## src/design/rcpa_pkg.sv

```systemverilog
// rcpa_pkg: shared types and constants of the rc pulse capture and arm gesture unit
// no dependencies; used by rcpa_cfg_regs, rcpa_chan, rcpa_gesture and the top level
package rcpa_pkg;

  localparam int NUM_CH         = 4;
  localparam int WIDTH_W        = 16;
  localparam int ROUND_STEP     = 10;
  localparam int REM_W          = (ROUND_STEP > 1) ? $clog2(ROUND_STEP) : 1;
  localparam int STICK_RIGHT_US = 2000;
  localparam int STICK_LEFT_US  = 1000;
  localparam int STICK_DOWN_US  = 1000;
  localparam int ARM_HOLD_POLLS = 300;
  localparam int CNT_W          = 9;
  localparam int LOWER_RESET    = 1000;
  localparam int UPPER_RESET    = 2000;
  localparam int CH_YAW         = 0;
  localparam int CH_ALT         = 3;
  localparam int PADDR_W        = 5;
  localparam int PDATA_W        = 32;

  typedef enum logic {
    CMD_TICK = 1'b0,
    CMD_POLL = 1'b1
  } cmd_e;

  typedef enum logic [1:0] {
    EV_NONE     = 2'd0,
    EV_ARMED    = 2'd1,
    EV_DISARMED = 2'd2
  } arm_event_e;

  typedef struct packed {
    logic [WIDTH_W-1:0] lower;
    logic [WIDTH_W-1:0] upper;
  } bounds_t;

  typedef struct packed {
    logic tick;
    logic poll;
    logic chg;
  } chan_ctl_t;

endpackage

```

## src/design/rcpa_in_if.sv

```systemverilog
// rcpa_in_if: valid/ready channel carrying one input word
// depends on nothing
interface rcpa_in_if;
  logic       valid;
  logic       ready;
  logic       command;
  logic [3:0] pin_levels;

  modport source (output valid, output command, output pin_levels, input ready);
  modport sink (input valid, input command, input pin_levels, output ready);
endinterface

```

## src/design/rcpa_out_if.sv

```systemverilog
// rcpa_out_if: valid/ready channel carrying one result word
// depends on nothing
interface rcpa_out_if;
  logic        valid;
  logic        ready;
  logic [15:0] yaw_width;
  logic [15:0] pitch_width;
  logic [15:0] roll_width;
  logic [15:0] alt_width;
  logic [1:0]  arm_event;

  modport source (output valid, output yaw_width, output pitch_width, output roll_width,
                  output alt_width, output arm_event, input ready);
  modport sink (input valid, input yaw_width, input pitch_width, input roll_width,
                input alt_width, input arm_event, output ready);
endinterface

```

## src/design/rcpa_cfg_regs.sv

```systemverilog
// rcpa_cfg_regs: apb-style bound registers, lower and upper per channel
// depends on rcpa_pkg
module rcpa_cfg_regs (
  input  logic                                 clk_i,
  input  logic                                 rst_ni,
  input  logic                                 psel,
  input  logic                                 penable,
  input  logic                                 pwrite,
  input  logic [rcpa_pkg::PADDR_W-1:0]         paddr,
  input  logic [rcpa_pkg::PDATA_W-1:0]         pwdata,
  output logic [rcpa_pkg::PDATA_W-1:0]         prdata,
  output logic                                 pready,
  output rcpa_pkg::bounds_t [rcpa_pkg::NUM_CH-1:0] bounds_o
);

  rcpa_pkg::bounds_t [rcpa_pkg::NUM_CH-1:0] bounds_q;
  logic                                     wr_en;
  logic [1:0]                               ch_sel;
  logic                                     upper_sel;

  assign pready    = 1'b1;
  assign wr_en     = psel && penable && pwrite;
  assign ch_sel    = paddr[4:3];
  assign upper_sel = paddr[2];

  always_ff @(posedge clk_i or negedge rst_ni) begin
    if (!rst_ni) begin
      for (int i = 0; i < rcpa_pkg::NUM_CH; i++) begin
        bounds_q[i].lower <= rcpa_pkg::WIDTH_W'(rcpa_pkg::LOWER_RESET);
        bounds_q[i].upper <= rcpa_pkg::WIDTH_W'(rcpa_pkg::UPPER_RESET);
      end
    end else if (wr_en) begin
      if (upper_sel) begin
        bounds_q[ch_sel].upper <= pwdata[rcpa_pkg::WIDTH_W-1:0];
      end else begin
        bounds_q[ch_sel].lower <= pwdata[rcpa_pkg::WIDTH_W-1:0];
      end
    end
  end

  always_comb begin
    prdata = '0;
    if (upper_sel) begin
      prdata[rcpa_pkg::WIDTH_W-1:0] = bounds_q[ch_sel].upper;
    end else begin
      prdata[rcpa_pkg::WIDTH_W-1:0] = bounds_q[ch_sel].lower;
    end
  end

  assign bounds_o = bounds_q;

endmodule

```

## src/design/rcpa_chan.sv

```systemverilog
// rcpa_chan: one channel: tick counter kept in rounded form, capture, validation
// depends on rcpa_pkg
module rcpa_chan (
  input  logic                           clk_i,
  input  logic                           rst_ni,
  input  rcpa_pkg::chan_ctl_t            ctl_i,
  input  rcpa_pkg::bounds_t              bounds_i,
  output logic [rcpa_pkg::WIDTH_W-1:0]   width_o
);

  logic [rcpa_pkg::WIDTH_W-1:0] elapsed_q, elapsed_d, elapsed_inc;
  logic [rcpa_pkg::REM_W-1:0]   rem_q, rem_d, rem_inc;
  logic [rcpa_pkg::WIDTH_W-1:0] rnd_q, rnd_d, rnd_inc;
  logic [rcpa_pkg::WIDTH_W-1:0] capt_q, capt_d;
  logic [rcpa_pkg::WIDTH_W-1:0] held_q, held_d;
  logic [rcpa_pkg::WIDTH_W-1:0] valid_w;
  logic                         sat;

  assign sat = (elapsed_q == {rcpa_pkg::WIDTH_W{1'b1}});

  // rnd tracks elapsed rounded down to the step
  always_comb begin
    elapsed_inc = elapsed_q;
    rem_inc     = rem_q;
    rnd_inc     = rnd_q;
    if (!sat) begin
      elapsed_inc = elapsed_q + rcpa_pkg::WIDTH_W'(1);
      if (rem_q == rcpa_pkg::REM_W'(rcpa_pkg::ROUND_STEP - 1)) begin
        rem_inc = '0;
        rnd_inc = rnd_q + rcpa_pkg::WIDTH_W'(rcpa_pkg::ROUND_STEP);
      end else begin
        rem_inc = rem_q + rcpa_pkg::REM_W'(1);
      end
    end
  end

  assign valid_w = ((capt_q < bounds_i.lower) || (capt_q > bounds_i.upper)) ? held_q : capt_q;

  always_comb begin
    elapsed_d = elapsed_q;
    rem_d     = rem_q;
    rnd_d     = rnd_q;
    capt_d    = capt_q;
    held_d    = held_q;
    if (ctl_i.tick) begin
      if (ctl_i.chg) begin
        capt_d    = rnd_inc;
        elapsed_d = '0;
        rem_d     = '0;
        rnd_d     = '0;
      end else begin
        elapsed_d = elapsed_inc;
        rem_d     = rem_inc;
        rnd_d     = rnd_inc;
      end
    end else if (ctl_i.poll) begin
      capt_d = valid_w;
      held_d = valid_w;
    end
  end

  always_ff @(posedge clk_i or negedge rst_ni) begin
    if (!rst_ni) begin
      elapsed_q <= '0;
      rem_q     <= '0;
      rnd_q     <= '0;
      capt_q    <= '0;
      held_q    <= '0;
    end else begin
      elapsed_q <= elapsed_d;
      rem_q     <= rem_d;
      rnd_q     <= rnd_d;
      capt_q    <= capt_d;
      held_q    <= held_d;
    end
  end

  assign width_o = valid_w;

endmodule

```

## src/design/rcpa_gesture.sv

```systemverilog
// rcpa_gesture: stick-hold counters and armed flag, gives the arm/disarm event
// depends on rcpa_pkg
module rcpa_gesture (
  input  logic                         clk_i,
  input  logic                         rst_ni,
  input  logic                         poll_i,
  input  logic [rcpa_pkg::WIDTH_W-1:0] yaw_i,
  input  logic [rcpa_pkg::WIDTH_W-1:0] alt_i,
  output rcpa_pkg::arm_event_e         event_o
);

  logic [rcpa_pkg::CNT_W-1:0] arm_cnt_q, arm_cnt_d;
  logic [rcpa_pkg::CNT_W-1:0] dis_cnt_q, dis_cnt_d;
  logic                       armed_q, armed_d;
  logic                       hold_arm, hold_dis, alt_down;
  rcpa_pkg::arm_event_e       ev;

  assign alt_down = (alt_i == rcpa_pkg::WIDTH_W'(rcpa_pkg::STICK_DOWN_US));
  assign hold_arm = (yaw_i == rcpa_pkg::WIDTH_W'(rcpa_pkg::STICK_RIGHT_US)) && alt_down
                    && !armed_q;
  assign hold_dis = (yaw_i == rcpa_pkg::WIDTH_W'(rcpa_pkg::STICK_LEFT_US)) && alt_down
                    && armed_q;

  always_comb begin
    arm_cnt_d = arm_cnt_q;
    dis_cnt_d = dis_cnt_q;
    if (hold_arm) begin
      if (arm_cnt_q != {rcpa_pkg::CNT_W{1'b1}}) begin
        arm_cnt_d = arm_cnt_q + rcpa_pkg::CNT_W'(1);
      end
    end else if (hold_dis) begin
      if (dis_cnt_q != {rcpa_pkg::CNT_W{1'b1}}) begin
        dis_cnt_d = dis_cnt_q + rcpa_pkg::CNT_W'(1);
      end
    end else begin
      arm_cnt_d = '0;
      dis_cnt_d = '0;
    end
  end

  always_comb begin
    armed_d = armed_q;
    ev      = rcpa_pkg::EV_NONE;
    if ((arm_cnt_d == rcpa_pkg::CNT_W'(rcpa_pkg::ARM_HOLD_POLLS)) && !armed_q) begin
      armed_d = 1'b1;
      ev      = rcpa_pkg::EV_ARMED;
    end else if ((dis_cnt_d == rcpa_pkg::CNT_W'(rcpa_pkg::ARM_HOLD_POLLS)) && armed_q) begin
      armed_d = 1'b0;
      ev      = rcpa_pkg::EV_DISARMED;
    end
  end

  always_ff @(posedge clk_i or negedge rst_ni) begin
    if (!rst_ni) begin
      arm_cnt_q <= '0;
      dis_cnt_q <= '0;
      armed_q   <= 1'b0;
    end else if (poll_i) begin
      arm_cnt_q <= arm_cnt_d;
      dis_cnt_q <= dis_cnt_d;
      armed_q   <= armed_d;
    end
  end

  assign event_o = ev;

endmodule

```

## src/design/rc_pulse_capture_arm_gesture_unit.sv

```systemverilog
// rc_pulse_capture_arm_gesture_unit: top level, input register, channels, gesture, result register
// depends on rcpa_pkg, rcpa_in_if, rcpa_out_if, rcpa_cfg_regs, rcpa_chan, rcpa_gesture
//
//   channel   | dir | handshake          | word
//   item_i    | in  | valid/ready        | command, pin_levels
//   result_o  | out | valid/ready        | four widths, arm_event
//   apb       | in  | psel/penable/pready| bound registers at 4*index
//
// one word a cycle while no poll is stalled; a word in the input register executes when it fires
// a poll word lands in the result register at the edge where it executes; ticks give no result
// a poll waits in the input register only while the result register is full and stalled
// reset clears all counters, captures and held widths; bounds reset to 1000/2000
module rc_pulse_capture_arm_gesture_unit (
  input  logic                         clk_i,
  input  logic                         rst_ni,
  rcpa_in_if.sink                      item_i,
  rcpa_out_if.source                   result_o,
  input  logic                         psel,
  input  logic                         penable,
  input  logic                         pwrite,
  input  logic [rcpa_pkg::PADDR_W-1:0] paddr,
  input  logic [rcpa_pkg::PDATA_W-1:0] pwdata,
  output logic [rcpa_pkg::PDATA_W-1:0] prdata,
  output logic                         pready
);

  rcpa_pkg::bounds_t [rcpa_pkg::NUM_CH-1:0] bounds;
  rcpa_pkg::chan_ctl_t [rcpa_pkg::NUM_CH-1:0] ctl;
  logic [rcpa_pkg::NUM_CH-1:0][rcpa_pkg::WIDTH_W-1:0] width;
  logic [rcpa_pkg::NUM_CH-1:0][rcpa_pkg::WIDTH_W-1:0] out_width_q;

  logic                        in_vld_q;
  rcpa_pkg::cmd_e              cmd_q;
  logic [rcpa_pkg::NUM_CH-1:0] lvl_q;
  logic [rcpa_pkg::NUM_CH-1:0] prev_q;
  logic [rcpa_pkg::NUM_CH-1:0] chg;
  logic                        fire, tick_fire, poll_fire;
  logic                        out_vld_q;
  logic [1:0]                  out_ev_q;
  rcpa_pkg::arm_event_e        ev;

  rcpa_cfg_regs u_cfg (
    .clk_i    (clk_i),
    .rst_ni   (rst_ni),
    .psel     (psel),
    .penable  (penable),
    .pwrite   (pwrite),
    .paddr    (paddr),
    .pwdata   (pwdata),
    .prdata   (prdata),
    .pready   (pready),
    .bounds_o (bounds)
  );

  assign fire      = in_vld_q && ((cmd_q == rcpa_pkg::CMD_TICK) || !out_vld_q || result_o.ready);
  assign tick_fire = fire && (cmd_q == rcpa_pkg::CMD_TICK);
  assign poll_fire = fire && (cmd_q == rcpa_pkg::CMD_POLL);
  assign chg       = lvl_q ^ prev_q;

  assign item_i.ready = !in_vld_q || fire;

  always_ff @(posedge clk_i or negedge rst_ni) begin
    if (!rst_ni) begin
      in_vld_q <= 1'b0;
      prev_q   <= '0;
    end else begin
      if (item_i.ready) begin
        in_vld_q <= item_i.valid;
      end
      if (tick_fire) begin
        prev_q <= lvl_q;
      end
    end
  end

  always_ff @(posedge clk_i) begin
    if (item_i.ready && item_i.valid) begin
      cmd_q <= rcpa_pkg::cmd_e'(item_i.command);
      lvl_q <= item_i.pin_levels;
    end
  end

  for (genvar g = 0; g < rcpa_pkg::NUM_CH; g++) begin : g_chan
    assign ctl[g].tick = tick_fire;
    assign ctl[g].poll = poll_fire;
    assign ctl[g].chg  = chg[g];

    rcpa_chan u_chan (
      .clk_i    (clk_i),
      .rst_ni   (rst_ni),
      .ctl_i    (ctl[g]),
      .bounds_i (bounds[g]),
      .width_o  (width[g])
    );
  end

  rcpa_gesture u_gesture (
    .clk_i   (clk_i),
    .rst_ni  (rst_ni),
    .poll_i  (poll_fire),
    .yaw_i   (width[rcpa_pkg::CH_YAW]),
    .alt_i   (width[rcpa_pkg::CH_ALT]),
    .event_o (ev)
  );

  always_ff @(posedge clk_i or negedge rst_ni) begin
    if (!rst_ni) begin
      out_vld_q <= 1'b0;
    end else if (poll_fire) begin
      out_vld_q <= 1'b1;
    end else if (result_o.ready) begin
      out_vld_q <= 1'b0;
    end
  end

  always_ff @(posedge clk_i) begin
    if (poll_fire) begin
      out_width_q <= width;
      out_ev_q    <= 2'(ev);
    end
  end

  assign result_o.valid       = out_vld_q;
  assign result_o.yaw_width   = out_width_q[0];
  assign result_o.pitch_width = out_width_q[1];
  assign result_o.roll_width  = out_width_q[2];
  assign result_o.alt_width   = out_width_q[3];
  assign result_o.arm_event   = out_ev_q;

`ifndef SYNTHESIS
  a_poll_loads_result: assert property (@(posedge clk_i) disable iff (!rst_ni)
    poll_fire |=> out_vld_q)
    else $error("poll executed without loading a result");

  a_stalled_result_kept: assert property (@(posedge clk_i) disable iff (!rst_ni)
    (out_vld_q && !result_o.ready && !poll_fire) |=> (out_vld_q && $stable(out_width_q)))
    else $error("stalled result changed or dropped");

  a_no_poll_overwrite: assert property (@(posedge clk_i) disable iff (!rst_ni)
    (poll_fire && out_vld_q) |-> result_o.ready)
    else $error("poll overwrote an undelivered result");

  a_waiting_word_kept: assert property (@(posedge clk_i) disable iff (!rst_ni)
    (in_vld_q && !fire) |=> (in_vld_q && $stable(lvl_q) && $stable(cmd_q)))
    else $error("waiting input word lost");
`endif

endmodule
```

## src/flat_wrapper.sv

```systemverilog
// flat-port wrapper written by rule: the top's interface ports become plain ports
module rc_pulse_capture_arm_gesture_unit_flat 
  (clk_i, rst_ni, psel, penable, pwrite, paddr, pwdata, prdata, pready, item_i_valid, item_i_command, item_i_pin_levels, item_i_ready, result_o_valid, result_o_yaw_width, result_o_pitch_width, result_o_roll_width, result_o_alt_width, result_o_arm_event, result_o_ready);
  rcpa_in_if item_i_i ();
  rcpa_out_if result_o_i ();
  input  logic clk_i;
  input  logic rst_ni;
  input  logic psel;
  input  logic penable;
  input  logic pwrite;
  input  logic [rcpa_pkg::PADDR_W-1:0] paddr;
  input  logic [rcpa_pkg::PDATA_W-1:0] pwdata;
  output logic [rcpa_pkg::PDATA_W-1:0] prdata;
  output logic pready;
  input wire logic [$bits(item_i_i.valid)-1:0] item_i_valid;
  input wire logic [$bits(item_i_i.command)-1:0] item_i_command;
  input wire logic [$bits(item_i_i.pin_levels)-1:0] item_i_pin_levels;
  output wire logic [$bits(item_i_i.ready)-1:0] item_i_ready;
  output wire logic [$bits(result_o_i.valid)-1:0] result_o_valid;
  output wire logic [$bits(result_o_i.yaw_width)-1:0] result_o_yaw_width;
  output wire logic [$bits(result_o_i.pitch_width)-1:0] result_o_pitch_width;
  output wire logic [$bits(result_o_i.roll_width)-1:0] result_o_roll_width;
  output wire logic [$bits(result_o_i.alt_width)-1:0] result_o_alt_width;
  output wire logic [$bits(result_o_i.arm_event)-1:0] result_o_arm_event;
  input wire logic [$bits(result_o_i.ready)-1:0] result_o_ready;
  assign item_i_i.valid = item_i_valid;
  assign item_i_i.command = item_i_command;
  assign item_i_i.pin_levels = item_i_pin_levels;
  assign item_i_ready = item_i_i.ready;
  assign result_o_valid = result_o_i.valid;
  assign result_o_yaw_width = result_o_i.yaw_width;
  assign result_o_pitch_width = result_o_i.pitch_width;
  assign result_o_roll_width = result_o_i.roll_width;
  assign result_o_alt_width = result_o_i.alt_width;
  assign result_o_arm_event = result_o_i.arm_event;
  assign result_o_i.ready = result_o_ready;
  rc_pulse_capture_arm_gesture_unit u_core (.clk_i(clk_i), .rst_ni(rst_ni), .item_i(item_i_i), .result_o(result_o_i), .psel(psel), .penable(penable), .pwrite(pwrite), .paddr(paddr), .pwdata(pwdata), .prdata(prdata), .pready(pready));
endmodule
```

## config.mk

```make
export PLATFORM = sky130hd
export DESIGN_NAME = rc_pulse_capture_arm_gesture_unit_flat
export DESIGN_NICKNAME = d
export VERILOG_FILES = /design/src/design/rcpa_pkg.sv /design/src/design/rcpa_in_if.sv /design/src/design/rcpa_out_if.sv /design/src/design/rcpa_cfg_regs.sv /design/src/design/rcpa_chan.sv /design/src/design/rcpa_gesture.sv /design/src/design/rc_pulse_capture_arm_gesture_unit.sv /design/src/flat_wrapper.sv
export SDC_FILE = /design/constraint.sdc
export NUM_CORES = 1
export LEC_CHECK = 0
export ABC_AREA = 1
export BUFFER_PORTS_ARGS = -buffer_cell sky130_fd_sc_hd__buf_2
export CAP_MARGIN = 10
export CORE_MARGIN = 2
export CORE_UTILIZATION = 55
export DETAILED_ROUTE_END_ITERATION = 8
export HOLD_SLACK_MARGIN = 0.08
export PLACE_DENSITY = 0.82
export SYNTH_ARGS = -nofsm -noshare
export SYNTH_HDL_FRONTEND = slang
export SYNTH_SLANG_ARGS = --single-unit
```

## constraint.sdc

```tcl
create_clock -name clk_i -period 5.9 [get_ports clk_i]
set_input_delay 1.77 -clock clk_i [delete_from_list [all_inputs] [get_ports clk_i]]
set_output_delay 1.77 -clock clk_i [all_outputs]
set_load 0.1 [all_outputs]
```

==> summary.md, run 1 <==
| Metric | Value |
|---|---|
| Dominant cell type by area after synthesis | dfrtp_1 |
| Post-CTS resize count | 0 |
| Hold Vio Cnt, Final | 0 |
| # nets final | around 3500 |
| CP Launch Point | paddr[4] |
| Post-CTS Setup Bufs | 0 |
| Worst EP required | approximately 4.1 ns |
| Pwr dens | 474.6 mW/mm^2 |
| Critical-path top delay cell | clkinv_1 |
| Top-count cell post-synth | nand2_1 |
| Delay-heaviest family, CP | buffers and inverters |
| WL final | between 60 and 70 mm |
| Hpwl dp | slightly below 50 mm |
| Max FO, Critical Path | 17 |
| Mapped Area | between 0.02 and 0.03 mm^2 |
| Setup TNS | 0 ns |
| Worst path buffer plus inverter count | 4 |
| Initial core utilization | 0.5562 |
| DRC | 0 |
| Placer Congestion | a little under 1 |
| TritonRoute pass-1 iters | 7 |
| Synth cell count leaders | nand2_1 (724), inv_1 (441), dfrtp_1 (373) |
| Worst R2R Setup Slack | ~1.8 ns |
| Crit path launch type | input port |
| Row count | 80 |
| Finished Cell Area | between 0.02 and 0.03 mm^2 |
| Area delta synth->final | 11.61% |
| GRT Util Overall | 0.2783 |
| Die Ht | approximately 220 um |
| ANT cells | 0 |
| CP dominant cell by count | nand2_1 |
| Post-Synthesis Cells | 3239 |
| Remaining global-route overflow | 0 |
| Core Region | 0.04765 mm^2 |
| Hold slack | just under 0.5 ns |
| Post-synth EDFFs | 71 |
| Status | finished, final reports clean |
| Kind of end point of the critical path | primary output |
| IO Pins | 150 |
| Crit-path cells | buf_2 -> inv_1 -> nand2_1 -> clkinv_1 -> nand2_1 -> o21ai_0 -> a21oi_1 -> a32oi_2 -> buf_12 |
| Static leakage | ~14 nW |
| CP max stage delay | ~0.43 ns |
| Vias in the first global route | between 20000 and 25000 |
| Power Total | approximately 14 mW |
| Fmax | ~200 MHz |
| R2r endpoint | u_core.result_o.arm_event[0]$_SDFFCE_PP1P_ |
| Cts bufs inserted | 52 |
| Root buffer cell | clkbuf_16 |
| CTS Hold Buffers Added | 0 |
| Register bit total from synthesis | 492 |
| Worst-Skew Late Latency | roughly 0.6 ns |
| Port bufs | between 100 and 150 |
| Die width | between 200 and 250 um |
| WP depth | 9 |
| Synth warnings | 0 |
| Crit path kind | input port to primary output |
| Synth unique cells | 56 |
| DR vias | 22605 |
| Normalized max-slew margin | 0.2480 |
| Largest cells by area after synthesis | dfrtp_1 (35%), nand2_1 (10%), edfxtp_1 (8.0%) |
| R2r startpoint | u_core.u_cfg.bounds_o[21]$_DFFE_PN1P_ |
| Hold WC Path Type | register to register |
| Fin Clk Skew | 0.01758 ns |
| RSZ-0062 raised after global routing | no |
| Number of max-cap violations | 0 |
| Avg WL per Cell | roughly 17 um |
| Clk buf depth | 3 |
| Cell Area, Placed | 0.02781 mm^2 |
| Critical path arrival | 3.30 ns |
| First-pass GRT wire length | 111.0 mm |
| Period utilization | 0.8592 |
| Actual slew at the worst max-slew pin | 1.125 ns |
| Setup violators final | 0 |
| CTS clk-pin slew, worst paths | around 0.060 ns |
| Die Area | roughly 0.05 mm^2 |
| Post-synth top flop | dfrtp_1 |
| Largest net degree at the start of global routing | approximately 120 |
| ANT nets after route | 0 |
| Drt initial violations | about 2100 |
| Async set or reset register ratio after synthesis | 0.8557 |
| Worst Reg-to-Reg Cells | 24 |
| Top cell type's share of synthesized area | 0.3522 |
| Setup crit end | prdata[14] |
| Synth Area per Inst | approximately 8.2 um^2 |
| Post-layout minimum cycle time | between 5 and 6 ns |
| Fillers | slightly below 4000 |
| TritonCTS Sinks | around 490 |
| CTS tree | yes |
| Final slew viol count | 0 |
| Layout cells sized above 1 | 0.1034 |
| Via density | between 5 and 6 |
| Max rail drop VDD | around 0.46 mV |
| Initial antenna violation count | 0 |
| Seq/Total Area, Yosys | 0.4803 |
| Final core occ | 0.6207 |
| Htree depth | 2 |
## flip-flops by register name, summed over array words and instances (netlist names), 16 cells and up
signal                          flops
u_core.g_chan.u_chan.rem_q         16
u_core.g_chan.u_chan.capt_q        64
u_core.u_cfg.bounds_o             128
u_core.result_o.yaw_width          16
u_core.g_chan.u_chan.elapsed_q     64
u_core.result_o.alt_width          16
u_core.g_chan.u_chan.rnd_q         60
u_core.g_chan.u_chan.held_q        64
u_core.result_o.roll_width         16
u_core.result_o.pitch_width        16
## layout make-up
type                    count  area (um^2)  area share
clock inverters            23        285.3    0.009646
inverters                 458         1722     0.05821
repair buffers            133         1013     0.03427
flip-flops and latches    492        12730      0.4303
well taps                 615        769.5     0.02602
clock buffers              74         1484     0.05018
multi-input cells        2177        11570      0.3913
## report_power, final
group          internal (mW)  switching (mW)
clock network           2.01            1.37
logic                   1.59            3.95
registers               4.38           0.734
## layout by cell type (no fill, tap or decap), drive strengths merged, types with 8 or more instances in the layout
master | netlist | layout
o21ai | 329 | 329
nand4 | 26 | 26
buf | 48 | 133
nand3b | 17 | 17
clkbuf | 79 | 74
a31oi | 62 | 62
dfrtp | 373 | 373
ha | 142 | 142
nand2 | 758 | 758
clkinv | 6 | 20
dfstp | 48 | 48
a221oi | 15 | 15
nor3 | 47 | 47
a32oi | 8 | 8
edfxtp | 71 | 71
a21oi | 169 | 169
inv | 452 | 454
nand3 | 164 | 164
o21a | 8 | 8
xor2 | 15 | 15
nor2 | 268 | 268
o22ai | 72 | 72
conb | 2 | 17
## worst reg2reg max path: stages, from the launching register on
cell and delay (ns):
dfstp_2 0.57, inv_1 0.06, ha_1 0.29, a21oi_1 0.14, nor2_1 0.05, nor3_1 0.15
nand2_1 0.08, nand2_1 0.07, nand2_2 0.25, nand2_2 0.43, nand2_1 0.09, nand2_1 0.17
nand2_1 0.13, nor2_4 0.15, nand3_2 0.10, nor2_4 0.39, nand2_4 0.17, inv_2 0.17
nand2_1 0.07, o21ai_0 0.08, nor2_1 0.07, nand2_1 0.08, nor2_1 0.05, nand2_1 0.05
nor2_1 0.04
## kinds of logic after synthesis
group / share of synthesized area
other: 0.0002834
flip-flops: 0.4803
adder cells (fa/ha/maj): 0.06705
multiplexers: 0.001889
AND/OR/NAND/NOR: 0.2078
buffers and inverters: 0.08778
XOR/XNOR: 0.006610
AO/OA/AOI/OAI: 0.1483
## how the worst min path moves through the flow
stage | end | slack, ns | cells after the start | start
after detailed placement | u_core.u_cfg.bounds_o[5]$_DFFE_PN0P_ | 0.47 | 2 | u_core.u_cfg.bounds_o[5]$_DFFE_PN0P_
after global placement | u_core.g_chan[2].u_chan.held_q[0]$_DFFE_PN0P_ | 0.46 | 2 | u_core.g_chan[2].u_chan.held_q[0]$_DFFE_PN0P_
after global routing | u_core.g_chan[0].u_chan.elapsed_q[15]$_DFFE_PN0P_ | 0.51 | 1 | u_core.g_chan[0].u_chan.elapsed_q[15]$_DFFE_PN0P_
after floorplan | u_core.g_chan[0].u_chan.held_q[7]$_DFFE_PN0P_ | 0.45 | 2 | u_core.g_chan[0].u_chan.held_q[7]$_DFFE_PN0P_
after CTS | u_core.g_chan[0].u_chan.held_q[15]$_DFFE_PN0P_ | 0.49 | 2 | u_core.g_chan[0].u_chan.held_q[15]$_DFFE_PN0P_
final | u_core.g_chan[3].u_chan.held_q[12]$_DFFE_PN0P_ | 0.49 | 2 | u_core.g_chan[3].u_chan.held_q[12]$_DFFE_PN0P_
## metrics by stage
| stage | setup WS [ns] | std cells |
|---|---|---|
| finish | 0.8308 | 3972 |
| global route | 0.6972 | 3972 |
| CTS | 0.8672 | 3972 |
| detailed placement | 0.8718 | 3875 |
| global placement | 0.8593 | 3875 |
| floorplan | 0.03497 | 3254 |
## metal layers
layer / global-route usage / share of wire / vias to the layer above
met5: 0 / 0 / -
met4: 0.1069 / 0.041 / 0
met3: 0.04386 / 0.070 / 179
met2: 0.4447 / 0.46 / 865
met1: 0.3837 / 0.42 / 10697
li1: - / - / 10864
Note: power is estimated with default switching activity, not from simulation.
==> run 2, diff against run 1 <==
--- a/config.mk
+++ b/config.mk
@@ -5,14 +5,13 @@
 export SDC_FILE = /design/constraint.sdc
 export NUM_CORES = 1
 export LEC_CHECK = 0
-export ABC_AREA = 1
-export BUFFER_PORTS_ARGS = -buffer_cell sky130_fd_sc_hd__buf_2
 export CAP_MARGIN = 10
 export CORE_MARGIN = 2
 export CORE_UTILIZATION = 55
 export DETAILED_ROUTE_END_ITERATION = 8
+export DONT_BUFFER_PORTS = 1
 export HOLD_SLACK_MARGIN = 0.08
-export PLACE_DENSITY = 0.82
+export PLACE_DENSITY = 0.79
 export SYNTH_ARGS = -nofsm -noshare
 export SYNTH_HDL_FRONTEND = slang
 export SYNTH_SLANG_ARGS = --single-unit
==> run 2 against run 1 <==
Compared with the run above:
- sequential cell count unchanged
- count of clock-buffer cells in the layout down 11
- hold slack worse by 0.0078 ns
- largest cell class unchanged
- critical path type unchanged
- global-route usage down 0.52 points
- non-clock buffer count down 97
==> summary.md, run 2 <==
| Metric | Value |
|---|---|
| GRT Util Overall | 0.2731 (-0.005197) |
| Number of max-cap violations | 0 (unchanged) |
| Remaining global-route overflow | 0 (unchanged) |
| Seq pwr share | 0.447 (+0.082) |
| Die Ht | 224.0 um (+0.21%) |
| CTS tree | yes |
| Drt initial violations | 2062 (unchanged) |
| Async set or reset register ratio after synthesis | 0.8557 (unchanged) |
| Post-layout minimum cycle time | 4.701 ns (-0.3684 ns) |
| ANT cells | 0 (unchanged) |
| Final std cells w/o fill | 3312 (-17%) |
| Crit path kind | input port to primary output |
| Vias in the first global route | 20013 (-5.2%) |
| Kind of end point of the critical path | primary output |
| Max FFs per register | 128 (unchanged) |
| Post-synth EDFFs | 71 (unchanged) |
| Layout cells sized above 1 | 0.1364 (+0.03308) |
| Row count | 80 (unchanged) |
| Synth unique cells | 105 (+88%) |
| Logic pwr share | 0.260 (-0.135) |
| Switch share | 0.3744 (-0.05648) |
| Setup TNS | 0 ns (unchanged) |
| RSZ-0062 raised after global routing | no |
| WL final | 68.10 mm (-1.2%) |
| Actual slew at the worst max-slew pin | 1.449 ns (+0.3242 ns) |
| Root buffer cell | clkbuf_16 |
| Worst-Skew Late Latency | 0.61 ns (about the same) |
| Register bit total from synthesis | 492 (unchanged) |
| Hold WC Path Type | register to register |
| Post-Synthesis Cells | 2686 (-17%) |
| Most common cell after layout, fill and taps aside | nand2_1 |
| Static leakage | 13.06 nW (-3.9%) |
| Initial core utilization | 0.5573 (+0.001166) |
| Fmax | 212.7 MHz (+7.8%) |
| TritonRoute pass-1 iters | 6 (-1) |
| Pwr dens | 402.9 mW/mm^2 (-15%) |
| IO Pins | 150 (unchanged) |
| Max rail drop VDD | 0.3900 mV (-15%) |
| Via density | 6.133 (+7.8%) |
| DRC | 0 (unchanged) |
| CTS clk-pin slew, worst paths | 0.06 ns (about the same) |
| Number of cells on the worst hold path | 1 (-1) |
| Placer Congestion | 0.8987 (-8.5%) |
| Synth warnings | 0 (unchanged) |
| Hpwl dp | 47.70 mm (-1.8%) |
| DR vias | 20312 (-10%) |
| Clk buf depth | 3 (unchanged) |
| Switching power | 4.364 mW (-28%) |
| Synth cell count leaders | nand2_1 (414), dfrtp_1 (373), o21ai_0 (278) |
| Cts bufs inserted | 52 (unchanged) |
| Top-count cell post-synth | nand2_1 |
| # nets final | 2845 (-19%) |
| Core Region | 0.04775 mm^2 (+0.21%) |
| Normalized max-slew margin | 0.03390 (-0.2141) |
| Period utilization | 0.7967 (-0.06245) |
| P_int | 7.292 mW (-8.7%) |
| Post-CTS Setup Bufs | 0 (unchanged) |
| Dominant cell type by area after synthesis | dfrtp_1 |
| Port bufs | 0 (-100%) |
| First-pass GRT wire length | 108.6 mm (-2.2%) |
| Area delta synth->final | 8.717% |
| Largest net degree at the start of global routing | 422 (+250%) |
| Clock share of power | 0.293 (+0.052) |
| Top cell type's share of synthesized area | 0.3508 (-0.001474) |
| Fin Clk Skew | 0.02760 ns (+0.01001 ns) |
| Worst Reg-to-Reg Cells | 13 (-46%) |
| Die width | 224.0 um (+0.21%) |
| Largest cells by area after synthesis | dfrtp_1 (35%), edfxtp_1 (8.0%), ha_1 (6.7%) |
| Synth Area per Inst | 9.907 um^2 (+21%) |
| Crit path launch type | input port |
| TritonCTS Sinks | 492 (unchanged) |
| Seq/Total Area, Yosys | 0.4783 (-0.002010) |
| Most frequent cells in the layout | nand2_1 (414), dfrtp_1 (373), o21ai_0 (262) |
| ANT nets after route | 0 (unchanged) |
| Post-CTS resize count | 0 (unchanged) |
| Htree depth | 2 (unchanged) |
| Max FO, Critical Path | 37 (+20) |
| CTS Hold Buffers Added | 0 (unchanged) |
| Mapped Area | 0.02661 mm^2 (+0.42%) |
| Post-synth top flop | dfrtp_1 |
| Final slew viol count | 0 (unchanged) |
| Setup violators final | 0 (unchanged) |
| Hold Vio Cnt, Final | 0 (unchanged) |
| Critical path arrival | 2.93 ns (-0.37 ns) |
| Worst EP required | 4.13 ns (about the same) |
| Initial antenna violation count | 2 (+2) |
| Avg WL per Cell | 20.56 um (+19%) |
| Die Area | 0.05016 mm^2 (+0.41%) |
| Inst Count DP | 3215 (-17%) |
| Status | finished, final reports clean |
==> run 2: cell count changes in the layout (fill, tap and decap cells not counted), moves of 44 or more <==
cell / before / now
nand2_1: 724 / 414
inv_1: 441 / 181
mux2_2: 0 / 110
buf_2: 97 / 0
nand3_1: 161 / 65
nor2_1: 251 / 179
a21oi_1: 169 / 100
a31oi_1: 61 / 8
o21ai_0: 312 / 262
o22ai_1: 72 / 22
xor2_1: 15 / 62
xnor2_1: 5 / 49
==> run 2: layout make-up <==
class	count	area [um^2]
fillers	3783	18820
flip-flops and latches	492	12730
clock buffers	63	1374
inverters	182	685.7
multi-input cells	1890	12710
clock inverters	34	389.1
well taps	615	769.5
repair buffers	36	270.3
==> run 2: metrics by stage <==
step,util,cell area [um^2],worst slack [ns],power (mW),hold WS [ns]
6_report,0.6059,28930,1.199,11.66,0.4799
5_1_grt,0.6059,28930,1.126,12.21,0.5048
4_1_cts,0.6059,28930,1.263,11.65,0.4837
3_5_place_dp,0.5690,27170,1.269,8.213,0.4756
3_3_place_gp,0.5690,27170,1.256,8.030,0.4629
2_1_floorplan,-,26720,0.08025,7.282,0.4474
==> run 2: final timing paths <==
| check | slack, ns | startpoint | end |
|---|---|---|---|
| min reg2reg | 0.48 | u_core.g_chan[0].u_chan.rem_q[3]$_DFFE_PN0P_ | u_core.g_chan[0].u_chan.rem_q[3]$_DFFE_PN0P_ |
| min | 0.48 | u_core.g_chan[0].u_chan.rem_q[3]$_DFFE_PN0P_ | u_core.g_chan[0].u_chan.rem_q[3]$_DFFE_PN0P_ |
| max in group asynchronous | 3.86 | rst_ni | u_core.u_cfg.bounds_o[101]$_DFFE_PN0P_ |
| max | 1.20 | paddr[3] | prdata[11] |
| min in group asynchronous | 0.86 | rst_ni | u_core.g_chan[0].u_chan.elapsed_q[7]$_DFFE_PN0P_ |
| max reg2reg | 1.46 | u_core.u_cfg.bounds_o[106]$_DFFE_PN1P_ | u_core.u_gesture.armed_q$_DFFE_PN0P_ |
==> run 2: layer usage <==
layer	vias to the layer above	routed length (um)	global-route usage
li1	9386	-	-
met1	10011	27690	0.3570
met2	722	32700	0.4468
met3	191	4422	0.04355
met4	2	3282	0.1308
met5	-	11	0
==> run 2: power groups by stage <==
stage | combinational (mW) | sequential (mW) | clock [mW]
floorplan | 2.30 | 4.98 | 0
global placement | 2.81 | 5.22 | 0
detailed placement | 2.97 | 5.25 | 0
CTS | 2.99 | 5.19 | 3.47
global route | 3.35 | 5.26 | 3.59
finish | 3.03 | 5.22 | 3.41
==> run 2: cells by family after synthesis <==
| group | Yosys count | share of synthesized area |
|---|---|---|
| adders and majority gates | 142 | 0.06677 |
| buffers and inverters | 319 | 0.04918 |
| muxes | 156 | 0.07890 |
| and+or+nand+nor | 873 | 0.1522 |
| AOI/OAI and AO/OA | 591 | 0.1378 |
| xor gates and xnor gates | 111 | 0.03653 |
| other | 2 | 0.0002822 |
| DFF | 492 | 0.4783 |
==> run 2: critical path, cell delays in order <==
cell and delay, ns:
mux4_2 0.50, o21ai_2 0.28, buf_4 0.36
